[config.mk]
export PLATFORM = sky130hd
export DESIGN_NAME = mecanum_wheel_incremental_pid_core
export DESIGN_NICKNAME = d
export VERILOG_FILES = /design/src/design/mwip_pkg.sv /design/src/design/mwip_ctrl.sv /design/src/design/mwip_datapath.sv /design/src/design/mecanum_wheel_incremental_pid_core.sv
export SDC_FILE = /design/constraint.sdc
export NUM_CORES = 2
export LEC_CHECK = 0
export BUFFER_PORTS_ARGS = -buffer_cell sky130_fd_sc_hd__buf_2
export CAP_MARGIN = 20
export CORE_AREA = 2 2 386 388
export CTS_BUF_LIST = sky130_fd_sc_hd__clkbuf_8
export DETAILED_ROUTE_END_ITERATION = 7
export DIE_AREA = 0 0 388 390
export GPL_TIMING_DRIVEN = 0
export MAX_ROUTING_LAYER = met4
export PLACE_DENSITY_LB_ADDON = 0.12
export SYNTH_ARGS = -nofsm -noshare
export SYNTH_HDL_FRONTEND = slang
export SYNTH_HIERARCHICAL = 1
export SYNTH_SLANG_ARGS = --single-unit
[constraint.sdc]
create_clock -name aclk -period 13.3 [get_ports aclk]
set_clock_uncertainty 0.2 [all_clocks]
set_input_delay 3.325 -clock aclk [delete_from_list [all_inputs] [get_ports aclk]]
set_output_delay 3.325 -clock aclk [all_outputs]
set_load 0.01 [all_outputs]
[src/design/mwip_pkg.sv]
package mwip_pkg;

    localparam int FRAC_BITS_DEF = 16;
    localparam int WHEELS        = 4;
    localparam int WHEEL_W       = 2;
    localparam int WHEEL_FL      = 0;
    localparam int WHEEL_FR      = 1;
    localparam int WHEEL_RL      = 2;
    localparam int WHEEL_RR      = 3;

    localparam int TURN_CLAMP    = 400;
    localparam int TURN_DIV      = 5;
    localparam int TURN_RECIP    = 205;
    localparam int TURN_RECIP_SH = 10;
    localparam int GAIN_SH       = 8;

    localparam int CFG_IDX_W     = 3;
    localparam int CFG_DATA_W    = 16;
    localparam int GAIN_W        = 16;
    localparam int VI_W          = 12;
    localparam int LIMIT_W       = 15;
    localparam int DRIVE_W       = 16;

    localparam logic [VI_W-1:0]    VI_SPAN_RST      = 12'd100;
    localparam logic [VI_W-1:0]    VI_FULL_BAND_RST = 12'd10;
    localparam logic [LIMIT_W-1:0] DRIVE_LIMIT_RST  = 15'd25000;

    typedef enum logic [CFG_IDX_W-1:0] {
        CFG_P_GAIN       = 3'd0,
        CFG_I_GAIN       = 3'd1,
        CFG_D_GAIN       = 3'd2,
        CFG_VI_ENABLE    = 3'd3,
        CFG_VI_SPAN      = 3'd4,
        CFG_VI_FULL_BAND = 3'd5,
        CFG_DRIVE_LIMIT  = 3'd6
    } cfg_idx_t;

    typedef enum logic [1:0] {
        MUL_P,
        MUL_I,
        MUL_D,
        MUL_V
    } mul_sel_t;

    typedef enum logic [3:0] {
        S_IDLE,
        S_ERR,
        S_PM,
        S_IM,
        S_DM,
        S_DX,
        S_DIV,
        S_VM,
        S_VX,
        S_ACC,
        S_DONE
    } state_t;

    typedef struct packed {
        logic     cap_in;
        logic     calc_err;
        logic     mul_en;
        mul_sel_t mul_sel;
        logic     take_p;
        logic     take_i;
        logic     take_d;
        logic     take_v;
        logic     div_start;
        logic     div_step;
        logic     acc_wr;
        logic     out_load;
    } ctrl_cmd_t;

    typedef struct packed {
        logic need_div;
        logic div_done;
        logic last_wheel;
        logic out_busy;
    } dp_sts_t;

endpackage

[src/design/mwip_ctrl.sv]
module mwip_ctrl (
    input  logic                  aclk,
    input  logic                  aresetn,
    input  logic                  s_valid,
    output logic                  s_ready,
    input  mwip_pkg::dp_sts_t     sts,
    output mwip_pkg::ctrl_cmd_t   cmd
);

    mwip_pkg::state_t state_reg;
    mwip_pkg::state_t state_next;

    always_ff @(posedge aclk) begin
        if (!aresetn) begin
            state_reg <= mwip_pkg::S_IDLE;
        end else begin
            state_reg <= state_next;
        end
    end

    always_comb begin
        state_next = state_reg;
        unique case (state_reg)
            mwip_pkg::S_IDLE: begin
                if (s_valid) state_next = mwip_pkg::S_ERR;
            end
            mwip_pkg::S_ERR: state_next = mwip_pkg::S_PM;
            mwip_pkg::S_PM:  state_next = mwip_pkg::S_IM;
            mwip_pkg::S_IM:  state_next = mwip_pkg::S_DM;
            mwip_pkg::S_DM:  state_next = mwip_pkg::S_DX;
            mwip_pkg::S_DX: begin
                state_next = sts.need_div ? mwip_pkg::S_DIV : mwip_pkg::S_ACC;
            end
            mwip_pkg::S_DIV: begin
                if (sts.div_done) state_next = mwip_pkg::S_VM;
            end
            mwip_pkg::S_VM:  state_next = mwip_pkg::S_VX;
            mwip_pkg::S_VX:  state_next = mwip_pkg::S_ACC;
            mwip_pkg::S_ACC: begin
                state_next = sts.last_wheel ? mwip_pkg::S_DONE : mwip_pkg::S_ERR;
            end
            mwip_pkg::S_DONE: begin
                if (!sts.out_busy) state_next = mwip_pkg::S_IDLE;
            end
            default: state_next = mwip_pkg::S_IDLE;
        endcase
    end

    always_comb begin
        cmd     = '0;
        s_ready = 1'b0;
        unique case (state_reg)
            mwip_pkg::S_IDLE: begin
                s_ready    = 1'b1;
                cmd.cap_in = s_valid;
            end
            mwip_pkg::S_ERR: cmd.calc_err = 1'b1;
            mwip_pkg::S_PM: begin
                cmd.mul_en  = 1'b1;
                cmd.mul_sel = mwip_pkg::MUL_P;
            end
            mwip_pkg::S_IM: begin
                cmd.mul_en  = 1'b1;
                cmd.mul_sel = mwip_pkg::MUL_I;
                cmd.take_p  = 1'b1;
            end
            mwip_pkg::S_DM: begin
                cmd.mul_en  = 1'b1;
                cmd.mul_sel = mwip_pkg::MUL_D;
                cmd.take_i  = 1'b1;
            end
            mwip_pkg::S_DX: begin
                cmd.take_d    = 1'b1;
                cmd.div_start = sts.need_div;
            end
            mwip_pkg::S_DIV: cmd.div_step = !sts.div_done;
            mwip_pkg::S_VM: begin
                cmd.mul_en  = 1'b1;
                cmd.mul_sel = mwip_pkg::MUL_V;
            end
            mwip_pkg::S_VX:  cmd.take_v = 1'b1;
            mwip_pkg::S_ACC: cmd.acc_wr = 1'b1;
            mwip_pkg::S_DONE: cmd.out_load = !sts.out_busy;
            default: cmd = '0;
        endcase
    end

`ifndef SYNTHESIS
    a_step_only_running: assert property (@(posedge aclk) disable iff (!aresetn)
        cmd.div_step |-> !sts.div_done)
        else $error("divider stepped after completion");
    a_load_only_free: assert property (@(posedge aclk) disable iff (!aresetn)
        cmd.out_load |-> !sts.out_busy)
        else $error("output register overwritten while occupied");
    a_div_needed: assert property (@(posedge aclk) disable iff (!aresetn)
        cmd.div_start |-> sts.need_div)
        else $error("division started outside the fading band");
`endif

endmodule

[src/design/mwip_datapath.sv]
module mwip_datapath #(
    parameter int FRAC_BITS = mwip_pkg::FRAC_BITS_DEF
) (
    input  logic                                aclk,
    input  logic                                aresetn,
    input  mwip_pkg::ctrl_cmd_t                 cmd,
    output mwip_pkg::dp_sts_t                   sts,
    input  logic                                cfg_wr_en,
    input  logic [mwip_pkg::CFG_IDX_W-1:0]      cfg_index,
    input  logic [mwip_pkg::CFG_DATA_W-1:0]     cfg_wr_data,
    input  logic signed [10:0]                  s_set_x,
    input  logic signed [10:0]                  s_set_y,
    input  logic signed [11:0]                  s_set_turn,
    input  logic signed [11:0]                  s_count_front_left,
    input  logic signed [11:0]                  s_count_front_right,
    input  logic signed [11:0]                  s_count_rear_left,
    input  logic signed [11:0]                  s_count_rear_right,
    output logic                                m_valid,
    input  logic                                m_ready,
    output logic signed [mwip_pkg::DRIVE_W-1:0] m_drive_front_right,
    output logic signed [mwip_pkg::DRIVE_W-1:0] m_drive_front_left,
    output logic signed [mwip_pkg::DRIVE_W-1:0] m_drive_rear_right,
    output logic signed [mwip_pkg::DRIVE_W-1:0] m_drive_rear_left
);

    localparam int EW  = FRAC_BITS + 14;
    localparam int DW  = EW + 2;
    localparam int MA  = (FRAC_BITS + 2 > 17) ? FRAC_BITS + 2 : 17;
    localparam int MB  = DW + 9;
    localparam int MP  = MA + MB;
    localparam int AW  = FRAC_BITS + 16;
    localparam int SW  = MB + 2;
    localparam int NW  = FRAC_BITS + 13;
    localparam int CW  = $clog2(NW + 1);
    localparam int RW  = mwip_pkg::VI_W + 1;
    localparam int WW  = mwip_pkg::WHEEL_W;
    localparam int GW  = mwip_pkg::GAIN_W;
    localparam int DRW = mwip_pkg::DRIVE_W;

    localparam logic [FRAC_BITS-1:0] TFRAC1 = FRAC_BITS'((2 ** FRAC_BITS) / mwip_pkg::TURN_DIV);
    localparam logic [FRAC_BITS-1:0] TFRAC2 =
        FRAC_BITS'((2 * (2 ** FRAC_BITS)) / mwip_pkg::TURN_DIV);
    localparam logic [FRAC_BITS-1:0] TFRAC3 =
        FRAC_BITS'((3 * (2 ** FRAC_BITS)) / mwip_pkg::TURN_DIV);
    localparam logic [FRAC_BITS-1:0] TFRAC4 =
        FRAC_BITS'((4 * (2 ** FRAC_BITS)) / mwip_pkg::TURN_DIV);
    localparam logic signed [MP-1:0] RND8 = MP'((2 ** mwip_pkg::GAIN_SH) - 1);
    localparam logic signed [MP-1:0] RNDF = MP'((2 ** FRAC_BITS) - 1);
    localparam logic signed [AW-1:0] RNDA = AW'((2 ** FRAC_BITS) - 1);

    // Configuration registers.
    logic [GW-1:0]                   p_gain_reg, i_gain_reg, d_gain_reg;
    logic                            vi_enable_reg;
    logic [mwip_pkg::VI_W-1:0]       vi_span_reg, vi_full_band_reg;
    logic [mwip_pkg::LIMIT_W-1:0]    drive_limit_reg;

    always_ff @(posedge aclk) begin
        if (!aresetn) begin
            p_gain_reg       <= '0;
            i_gain_reg       <= '0;
            d_gain_reg       <= '0;
            vi_enable_reg    <= 1'b0;
            vi_span_reg      <= mwip_pkg::VI_SPAN_RST;
            vi_full_band_reg <= mwip_pkg::VI_FULL_BAND_RST;
            drive_limit_reg  <= mwip_pkg::DRIVE_LIMIT_RST;
        end else if (cfg_wr_en) begin
            unique case (mwip_pkg::cfg_idx_t'(cfg_index))
                mwip_pkg::CFG_P_GAIN:       p_gain_reg <= cfg_wr_data[GW-1:0];
                mwip_pkg::CFG_I_GAIN:       i_gain_reg <= cfg_wr_data[GW-1:0];
                mwip_pkg::CFG_D_GAIN:       d_gain_reg <= cfg_wr_data[GW-1:0];
                mwip_pkg::CFG_VI_ENABLE:    vi_enable_reg <= cfg_wr_data[0];
                mwip_pkg::CFG_VI_SPAN:      vi_span_reg <= cfg_wr_data[mwip_pkg::VI_W-1:0];
                mwip_pkg::CFG_VI_FULL_BAND: vi_full_band_reg <= cfg_wr_data[mwip_pkg::VI_W-1:0];
                mwip_pkg::CFG_DRIVE_LIMIT:  drive_limit_reg <= cfg_wr_data[mwip_pkg::LIMIT_W-1:0];
                default: ;
            endcase
        end
    end

    // Turn term: clamp, then magnitude/5 by reciprocal with the fraction of the remainder from a table.
    logic signed [11:0]       z_clamp;
    logic [8:0]               z_mag;
    logic [16:0]              z_prod;
    logic [6:0]               z_quo;
    logic [2:0]               z_rem;
    logic [FRAC_BITS-1:0]     t_frac;
    logic signed [EW-1:0]     t_mag, t_val;

    always_comb begin
        if (s_set_turn > 12'sd400) begin
            z_clamp = 12'sd400;
        end else if (s_set_turn < -12'sd400) begin
            z_clamp = -12'sd400;
        end else begin
            z_clamp = s_set_turn;
        end
        z_mag  = z_clamp[11] ? 9'(-z_clamp) : 9'(z_clamp);
        z_prod = 17'(z_mag) * 17'(mwip_pkg::TURN_RECIP);
        z_quo  = 7'(z_prod >> mwip_pkg::TURN_RECIP_SH);
        z_rem  = 3'(z_mag - 9'(z_quo) * 9'(mwip_pkg::TURN_DIV));
        case (z_rem)
            3'd1:    t_frac = TFRAC1;
            3'd2:    t_frac = TFRAC2;
            3'd3:    t_frac = TFRAC3;
            3'd4:    t_frac = TFRAC4;
            default: t_frac = '0;
        endcase
        t_mag = (EW'(z_quo) << FRAC_BITS) | EW'(t_frac);
        t_val = z_clamp[11] ? -t_mag : t_mag;
    end

    logic signed [10:0]    x_reg, y_reg;
    logic signed [EW-1:0]  t_reg;
    logic signed [11:0]    cnt_reg [mwip_pkg::WHEELS];
    logic [WW-1:0]         wheel_reg;

    always_ff @(posedge aclk) begin
        if (cmd.cap_in) begin
            x_reg   <= s_set_x;
            y_reg   <= s_set_y;
            t_reg   <= t_val;
            cnt_reg[mwip_pkg::WHEEL_FL] <= s_count_front_left;
            cnt_reg[mwip_pkg::WHEEL_FR] <= s_count_front_right;
            cnt_reg[mwip_pkg::WHEEL_RL] <= s_count_rear_left;
            cnt_reg[mwip_pkg::WHEEL_RR] <= s_count_rear_right;
        end
    end

    always_ff @(posedge aclk) begin
        if (!aresetn) begin
            wheel_reg <= '0;
        end else if (cmd.cap_in) begin
            wheel_reg <= '0;
        end else if (cmd.acc_wr) begin
            wheel_reg <= wheel_reg + 1'b1;
        end
    end

    // Per-wheel state.
    logic signed [EW-1:0] err1_reg [mwip_pkg::WHEELS];
    logic signed [EW-1:0] err2_reg [mwip_pkg::WHEELS];
    logic signed [AW-1:0] acc_reg  [mwip_pkg::WHEELS];

    // Error terms of the current wheel.
    logic signed [EW-1:0] x_w, y_w, set_w, cnt_w, e_w, e1_w, e2_w, mag_w;
    logic signed [DW-1:0] de_w, dd_w;
    logic [EW-1:0]        lo_w, hi_w;
    logic [12:0]          ab_w;
    logic                 mid_w, zero_w;

    always_comb begin
        e1_w  = err1_reg[wheel_reg];
        e2_w  = err2_reg[wheel_reg];
        x_w   = EW'(x_reg) <<< FRAC_BITS;
        y_w   = EW'(y_reg) <<< FRAC_BITS;
        cnt_w = EW'(cnt_reg[wheel_reg]) <<< FRAC_BITS;
        set_w = x_w;
        if (wheel_reg == WW'(mwip_pkg::WHEEL_FL) || wheel_reg == WW'(mwip_pkg::WHEEL_RR)) begin
            set_w = set_w + y_w;
        end else begin
            set_w = set_w - y_w;
        end
        if (wheel_reg[0]) begin
            set_w = set_w + t_reg;
        end else begin
            set_w = set_w - t_reg;
        end
        e_w    = set_w - cnt_w;
        de_w   = DW'(e_w) - DW'(e1_w);
        dd_w   = DW'(e_w) - (DW'(e1_w) <<< 1) + DW'(e2_w);
        mag_w  = e_w[EW-1] ? -e_w : e_w;
        ab_w   = 13'(vi_span_reg) + 13'(vi_full_band_reg);
        lo_w   = EW'(vi_full_band_reg) << FRAC_BITS;
        hi_w   = EW'(ab_w) << FRAC_BITS;
        mid_w  = (EW'(mag_w) > lo_w) && (EW'(mag_w) <= hi_w);
        zero_w = EW'(mag_w) > hi_w;
    end

    logic signed [EW-1:0] e_reg;
    logic signed [DW-1:0] de_reg, dd_reg;
    logic [NW-1:0]        num_reg;
    logic                 mid_reg, zero_reg;

    always_ff @(posedge aclk) begin
        if (cmd.calc_err) begin
            e_reg    <= e_w;
            de_reg   <= de_w;
            dd_reg   <= dd_w;
            num_reg  <= NW'(hi_w - EW'(mag_w));
            mid_reg  <= mid_w;
            zero_reg <= zero_w;
        end
    end

    // Fading factor: restoring division, one quotient bit per cycle.
    logic [NW-1:0] dq_reg;
    logic [RW-1:0] rem_reg;
    logic [CW-1:0] dcnt_reg;
    logic [RW-1:0] rem_sh;
    logic          rem_ge;

    always_comb begin
        rem_sh = {rem_reg[RW-2:0], dq_reg[NW-1]};
        rem_ge = rem_sh >= RW'(vi_span_reg);
    end

    always_ff @(posedge aclk) begin
        if (cmd.div_start) begin
            dq_reg  <= num_reg;
            rem_reg <= '0;
        end else if (cmd.div_step) begin
            dq_reg  <= {dq_reg[NW-2:0], rem_ge};
            rem_reg <= rem_ge ? rem_sh - RW'(vi_span_reg) : rem_sh;
        end
    end

    always_ff @(posedge aclk) begin
        if (!aresetn) begin
            dcnt_reg <= '0;
        end else if (cmd.div_start) begin
            dcnt_reg <= CW'(NW);
        end else if (cmd.div_step) begin
            dcnt_reg <= dcnt_reg - 1'b1;
        end
    end

    // Shared multiplier with registered product.
    logic signed [MA-1:0] mul_a;
    logic signed [MB-1:0] mul_b;
    logic signed [MP-1:0] prod_reg;
    logic signed [MP-1:0] sh8, shf;
    logic signed [MB-1:0] p_reg, i_reg, d_reg;

    always_comb begin
        case (cmd.mul_sel)
            mwip_pkg::MUL_P: begin
                mul_a = MA'(p_gain_reg);
                mul_b = MB'(de_reg);
            end
            mwip_pkg::MUL_I: begin
                mul_a = MA'(i_gain_reg);
                mul_b = MB'(e_reg);
            end
            mwip_pkg::MUL_D: begin
                mul_a = MA'(d_gain_reg);
                mul_b = MB'(dd_reg);
            end
            default: begin
                mul_a = MA'(dq_reg[FRAC_BITS:0]);
                mul_b = i_reg;
            end
        endcase
        sh8 = (prod_reg + (prod_reg[MP-1] ? RND8 : '0)) >>> mwip_pkg::GAIN_SH;
        shf = (prod_reg + (prod_reg[MP-1] ? RNDF : '0)) >>> FRAC_BITS;
    end

    always_ff @(posedge aclk) begin
        if (cmd.mul_en) prod_reg <= mul_a * mul_b;
        if (cmd.take_p) p_reg <= sh8[MB-1:0];
        if (cmd.take_i) i_reg <= sh8[MB-1:0];
        if (cmd.take_d) d_reg <= sh8[MB-1:0];
        if (cmd.take_v) i_reg <= shf[MB-1:0];
    end

    // Accumulate and saturate.
    logic signed [MB-1:0] i_use;
    logic signed [SW-1:0] sum_w, lim_w;
    logic signed [AW-1:0] acc_w;

    always_comb begin
        i_use = (vi_enable_reg && zero_reg) ? '0 : i_reg;
        sum_w = SW'(acc_reg[wheel_reg]) + SW'(p_reg) + SW'(i_use) + SW'(d_reg);
        lim_w = SW'(drive_limit_reg) <<< FRAC_BITS;
        if (sum_w > lim_w) begin
            acc_w = AW'(lim_w);
        end else if (sum_w < -lim_w) begin
            acc_w = AW'(-lim_w);
        end else begin
            acc_w = AW'(sum_w);
        end
    end

    always_ff @(posedge aclk) begin
        if (!aresetn) begin
            for (int w = 0; w < mwip_pkg::WHEELS; w++) begin
                err1_reg[w] <= '0;
                err2_reg[w] <= '0;
                acc_reg[w]  <= '0;
            end
        end else if (cmd.acc_wr) begin
            err1_reg[wheel_reg] <= e_reg;
            err2_reg[wheel_reg] <= err1_reg[wheel_reg];
            acc_reg[wheel_reg]  <= acc_w;
        end
    end

    // Output register.
    logic signed [AW-1:0]  drv_w [mwip_pkg::WHEELS];
    logic signed [DRW-1:0] drive_reg [mwip_pkg::WHEELS];
    logic                  m_valid_reg;

    always_comb begin
        for (int w = 0; w < mwip_pkg::WHEELS; w++) begin
            drv_w[w] = (acc_reg[w] + (acc_reg[w][AW-1] ? RNDA : '0)) >>> FRAC_BITS;
        end
    end

    always_ff @(posedge aclk) begin
        if (cmd.out_load) begin
            for (int w = 0; w < mwip_pkg::WHEELS; w++) begin
                drive_reg[w] <= drv_w[w][DRW-1:0];
            end
        end
    end

    always_ff @(posedge aclk) begin
        if (!aresetn) begin
            m_valid_reg <= 1'b0;
        end else if (cmd.out_load) begin
            m_valid_reg <= 1'b1;
        end else if (m_ready) begin
            m_valid_reg <= 1'b0;
        end
    end

    assign m_valid             = m_valid_reg;
    assign m_drive_front_right = drive_reg[mwip_pkg::WHEEL_FR];
    assign m_drive_front_left  = drive_reg[mwip_pkg::WHEEL_FL];
    assign m_drive_rear_right  = drive_reg[mwip_pkg::WHEEL_RR];
    assign m_drive_rear_left   = drive_reg[mwip_pkg::WHEEL_RL];

    assign sts.need_div   = vi_enable_reg && mid_reg;
    assign sts.div_done   = (dcnt_reg == '0);
    assign sts.last_wheel = (wheel_reg == WW'(mwip_pkg::WHEELS - 1));
    assign sts.out_busy   = m_valid_reg && !m_ready;

`ifndef SYNTHESIS
    a_load_shows: assert property (@(posedge aclk) disable iff (!aresetn)
        cmd.out_load |=> m_valid_reg)
        else $error("loaded word not presented");
`endif

endmodule

[src/design/mecanum_wheel_incremental_pid_core.sv]
// Channel   Handshake          Word
// s_        s_valid/s_ready    body velocity set and four encoder counts
// m_        m_valid/m_ready    four saturated wheel drives
// cfg_      cfg_wr_en          register index and write data, no wait
//
// Each word runs wheel by wheel through the states ERR, PM, IM, DM, DX and ACC; a wheel
// whose error lies in the fading band with variable integral on also passes through DIV
// (NW = FRAC_BITS + 13 quotient bits), VM and VX; capture comes first, output last.
// The shared multiplier and the bit-serial divider set this sequence of states.
// Reset is synchronous and resets the controller, config registers and wheel state.
// A new word is taken while the previous result waits on m_ready.
module mecanum_wheel_incremental_pid_core #(
    parameter int FRAC_BITS = mwip_pkg::FRAC_BITS_DEF
) (
    input  logic                                aclk,
    input  logic                                aresetn,
    input  logic                                s_valid,
    output logic                                s_ready,
    input  logic signed [10:0]                  s_set_x,
    input  logic signed [10:0]                  s_set_y,
    input  logic signed [11:0]                  s_set_turn,
    input  logic signed [11:0]                  s_count_front_left,
    input  logic signed [11:0]                  s_count_front_right,
    input  logic signed [11:0]                  s_count_rear_left,
    input  logic signed [11:0]                  s_count_rear_right,
    output logic                                m_valid,
    input  logic                                m_ready,
    output logic signed [mwip_pkg::DRIVE_W-1:0] m_drive_front_right,
    output logic signed [mwip_pkg::DRIVE_W-1:0] m_drive_front_left,
    output logic signed [mwip_pkg::DRIVE_W-1:0] m_drive_rear_right,
    output logic signed [mwip_pkg::DRIVE_W-1:0] m_drive_rear_left,
    input  logic                                cfg_wr_en,
    input  logic [mwip_pkg::CFG_IDX_W-1:0]      cfg_index,
    input  logic [mwip_pkg::CFG_DATA_W-1:0]     cfg_wr_data
);

    mwip_pkg::ctrl_cmd_t cmd;
    mwip_pkg::dp_sts_t   sts;

    mwip_ctrl u_ctrl (
        .aclk    (aclk),
        .aresetn (aresetn),
        .s_valid (s_valid),
        .s_ready (s_ready),
        .sts     (sts),
        .cmd     (cmd)
    );

    mwip_datapath #(
        .FRAC_BITS (FRAC_BITS)
    ) u_datapath (
        .aclk                (aclk),
        .aresetn             (aresetn),
        .cmd                 (cmd),
        .sts                 (sts),
        .cfg_wr_en           (cfg_wr_en),
        .cfg_index           (cfg_index),
        .cfg_wr_data         (cfg_wr_data),
        .s_set_x             (s_set_x),
        .s_set_y             (s_set_y),
        .s_set_turn          (s_set_turn),
        .s_count_front_left  (s_count_front_left),
        .s_count_front_right (s_count_front_right),
        .s_count_rear_left   (s_count_rear_left),
        .s_count_rear_right  (s_count_rear_right),
        .m_valid             (m_valid),
        .m_ready             (m_ready),
        .m_drive_front_right (m_drive_front_right),
        .m_drive_front_left  (m_drive_front_left),
        .m_drive_rear_right  (m_drive_rear_right),
        .m_drive_rear_left   (m_drive_rear_left)
    );

endmodule
==> out/qor.csv <==
stage,metric,value,unit
run_status,status,finished clean,
route,Post-route DRC,0,
floorplanning,io pins,172,
sta,RSZ-0062 raised after global routing,false,
critical_path,WS Path Type,reg -> reg,
logic_synthesis,"Async S/R FF share, synth",0,
critical_path,max incr delay on CP,0.69,ns
clock_tree,CTS Hold Bufs,0,
critical_path,CP arrival,12.87,ns
logic_synthesis,Synth cell types,100,
clock_tree,clock sinks,973,
final_layout,area of the multi-input gates,47600,µm²
sta,Final Hold Vio Count,0,
place,placed instance area,84500,µm²
route,routed vias,58900,
logic_synthesis,Synthesized Nets,8998,
power,Clock Power Share,0.111,
floorplanning,# rows,141,
sta,Slew Limit Headroom,0.174,
sta,"Min Clock Period, post-route",12.49,ns
route,initial drt markers,6072,
clock_tree,H-Tree Depth,4,
global_routing,global-route wire length before repair,365000,µm
logic_synthesis,Syn Area/Cell,10.6,µm²
route,wire per inst,24.2,µm
power,switching part of the total,0.493,
power,Seq pwr share,0.210,
power,Pwr Density,261,nW/µm²
route,First-pass DRT Iterations,5,
critical_path,Worst setup SP type,flop,
clock_tree,clock buffer count from CTS,161,
final_layout,"Area growth, synth to finish",8.76,%
logic_synthesis,share of the synthesized area in the top cell type,0.320,
logic_synthesis,Post-synth EDFFs,859,
sta,final worst path period share,0.939,
floorplanning,Starting Density,0.548,
job,Max Cap Violations,0,
sta,Max Clk Rate,0.0800,GHz
route,post-route ant nets,0,
hold_path,Hold Path Class,reg -> reg,
power,leak pwr,36.3,nW
global_routing,Total GRT Usage,0.334,
critical_path,crit path capture type,flop,
logic_synthesis,Synth area leaders,"edfxtp_1 32%, fa_1 20%, ha_1 7.9%, inv_1 4.7%, mux4_2 3.9%",
clock_tree,CTS tree,done,
clock_tree,worst skew pair latency,0.89,ns
route,Routed WL,244000,µm
global_routing,Overflow after GRT,0,
power,VDD IR max,1.32,mV
critical_path,CP Max Fanout,10,
global_routing,vias in the first global route,59100,
critical_path,Most Frequent Cell on Critical Path,fa_1,
floorplanning,Die Area,151000,µm²
place,port bufs,169,
global_routing,initial antenna violation count,17,
power,Tot Pwr,22.9,mW
sta,Pins Over Slew Limit,0,
clock_tree,clock buffer depth,3,
clock_tree,root buffer cell,clkbuf_8,
final_layout,layout cells sized above 1,0.0859,
power,internal power,11.6,mW
global_routing,largest net degree at the start of global routing,77,
route,DR vias/cell,5.86,
sta,# setup viols final,0,
critical_path,Critical-path top delay cell,o21ai_0,
logic_synthesis,cell taking the most area after synthesis,edfxtp_1,
logic_synthesis,dominant synthesized flop cell,edfxtp_1,
final_layout,sequential standard cell area,28100,µm²
final_layout,Largest register FFs,128,
logic_synthesis,Synth Register Bits,973,
floorplanning,chip height,390,µm
critical_path,Worst EP required,13.68,ns
place,GP Congestion,1.01,
final_layout,fin area,87600,µm²
floorplanning,Core ar.,147000,µm²
place,DP HPWL,196000,µm
logic_synthesis,Yosys warnings,6,
logic_synthesis,sequential area share after synthesis,0.348,
final_layout,fill cell count,12600,
floorplanning,chip width,388,µm
clock_tree,clock-pin slew on the worst setup and hold paths,0.06,ns
logic_synthesis,synthesized area,80600,µm²
sta,Worst-Margin Slew,1.23,ns
power,P_sw,11.3,mW
final_layout,final net count,9378,
power,Comb pwr share,0.679,
logic_synthesis,synthesized netlist cell count,7592,
## Yosys cell counts (all sizes together) (6+ instances only)
| cell type | instances |
|---|---|
| or2 | 14 |
| edfxtp | 859 |
| and2 | 179 |
| or3 | 24 |
| a31o | 9 |
| dfxtp | 114 |
| o2111ai | 12 |
| a21o | 138 |
| a21oi | 381 |
| a211oi | 42 |
| a31oi | 31 |
| nor3 | 134 |
| a2111oi | 12 |
| nor2 | 600 |
| o22ai | 9 |
| ha | 510 |
| o21a | 67 |
| fa | 790 |
| o21bai | 35 |
| mux2i | 45 |
| o211ai | 21 |
| nand2 | 807 |
| a41oi | 7 |
| inv | 1005 |
| a221oi | 8 |
| nand3b | 6 |
| xor2 | 136 |
| and4 | 17 |
| o31ai | 16 |
| nand2b | 71 |
| a21boi | 20 |
| nand3 | 87 |
| buf | 42 |
| mux4 | 139 |
| xnor2 | 285 |
| nor2b | 137 |
| mux2 | 50 |
| a211o | 6 |
| o21ai | 180 |
| clkbuf | 265 |
| nand4 | 49 |
| and3 | 124 |
| nor4 | 16 |
| nor4b | 8 |
## through the flow
stage	setup slack, ns	cells	util	TNS (ns)	hold WS, ns
finish	0.807	10100	0.596	0	0.254
global route	0.340	10000	0.595	0	0.270
CTS	0.0774	10000	0.594	0	0.253
detailed placement	-0.562	9731	0.574	-0.562	0.244
global placement	-2.03	9691	0.570	-247.61	0.239
floorplan	1.66	7592	-	0	0.233
## final timing paths
kind	startpoint	slack, ns	end	depth (start not counted)
max	u_ctrl/state_reg[3]	0.81	u_datapath/prod_reg[58]	35
max reg2reg	u_ctrl/state_reg[3]	0.81	u_datapath/prod_reg[58]	35
min	u_datapath/i_gain_reg[13]	0.25	u_datapath/i_gain_reg[13]	2
min reg2reg	u_datapath/i_gain_reg[13]	0.25	u_datapath/i_gain_reg[13]	2
## logic make-up (layout without fill, tap and decap cells)
group | Yosys count | count (layout) | share of synthesized area
AND/OR/NAND/NOR | 2296 | 2296 | 0.134
flip-flops | 973 | 973 | 0.348
XOR/XNOR | 423 | 423 | 0.0464
buffers and inverters | 1312 | 1827 | 0.0615
other | 0 | 20 | 0
multiplexers | 234 | 234 | 0.0515
adder cells (fa/ha/maj) | 1300 | 1300 | 0.275
AO/OA/AOI/OAI | 1054 | 1054 | 0.0830
## metal layers
| layer | vias to the layer above | wire [µm] | global-route usage |
|---|---|---|---|
| met4 | 0 | 8730 | 0.111 |
| met1 | 29600 | 98800 | 0.442 |
| met5 | - | 0 | - |
| li1 | 26400 | - | - |
| met3 | 378 | 22500 | 0.0659 |
| met2 | 2504 | 114000 | 0.519 |
## worst max-delay path, delay by kind of cell (launching register included)
family,cells,cell delay [ns]
AOI/OAI and AO/OA,11,3.48
adders and majority gates,7,3.45
buffers and inverters,12,3.14
and+or+nand+nor,4,0.96
xor gates and xnor gates,1,0.61
DFF,1,0.31
## area by class of cell
| cell class | instances | share of cell area |
|---|---|---|
| diodes | 20 | 0.000571 |
| plain buffers | 306 | 0.0136 |
| clock buffers | 166 | 0.0261 |
| clock inverters | 132 | 0.00830 |
| inverters | 1005 | 0.0430 |
| multi-input cells | 5307 | 0.543 |
| flip-flops and latches | 973 | 0.320 |
| well taps | 1930 | 0.0276 |
| repair buffers | 218 | 0.0171 |
## power by group through the flow
stage	clock network, mW	logic (mW)	registers, mW
after floorplan	0	10.8	4.73
after global routing	2.72	17.0	4.83
final	2.54	15.5	4.80
after CTS	2.59	15.3	4.79
after global placement	0	14.7	4.89
after detailed placement	0	15.2	4.85
## layout by cell type (no fill, tap or decap), types with 23 or more instances in the layout
cell type | Yosys | final
nand2_1 | 806 | 802
nor2_1 | 600 | 598
o21bai_1 | 35 | 35
buf_2 | 3 | 173
a21o_1 | 138 | 138
and3_1 | 124 | 124
a31oi_1 | 31 | 31
nor3_1 | 132 | 130
nand2b_1 | 71 | 71
or3_1 | 24 | 24
mux2i_1 | 43 | 43
nand4_1 | 49 | 49
clkinv_1 | 0 | 42
clkbuf_8 | 0 | 166
xor2_1 | 136 | 136
clkbuf_1 | 265 | 259
inv_1 | 1004 | 1051
clkinv_2 | 0 | 25
and2_1 | 178 | 177
xnor2_1 | 285 | 284
fa_1 | 790 | 790
mux2_2 | 50 | 50
a211oi_1 | 42 | 42
a21oi_1 | 381 | 381
dfxtp_1 | 114 | 114
buf_6 | 2 | 23
buf_1 | 34 | 32
o21ai_0 | 162 | 162
nor2b_1 | 136 | 136
o21a_1 | 67 | 67
nand3_1 | 87 | 87
ha_1 | 510 | 510
edfxtp_1 | 859 | 859
mux4_2 | 139 | 139
## timing repair
action | in CTS | in global routing
setup endpoints to repair | 1 | 1
buffers inserted | 0 | 0
gates resized for setup | 2 | 14
(Power assumes the default switching activity.)
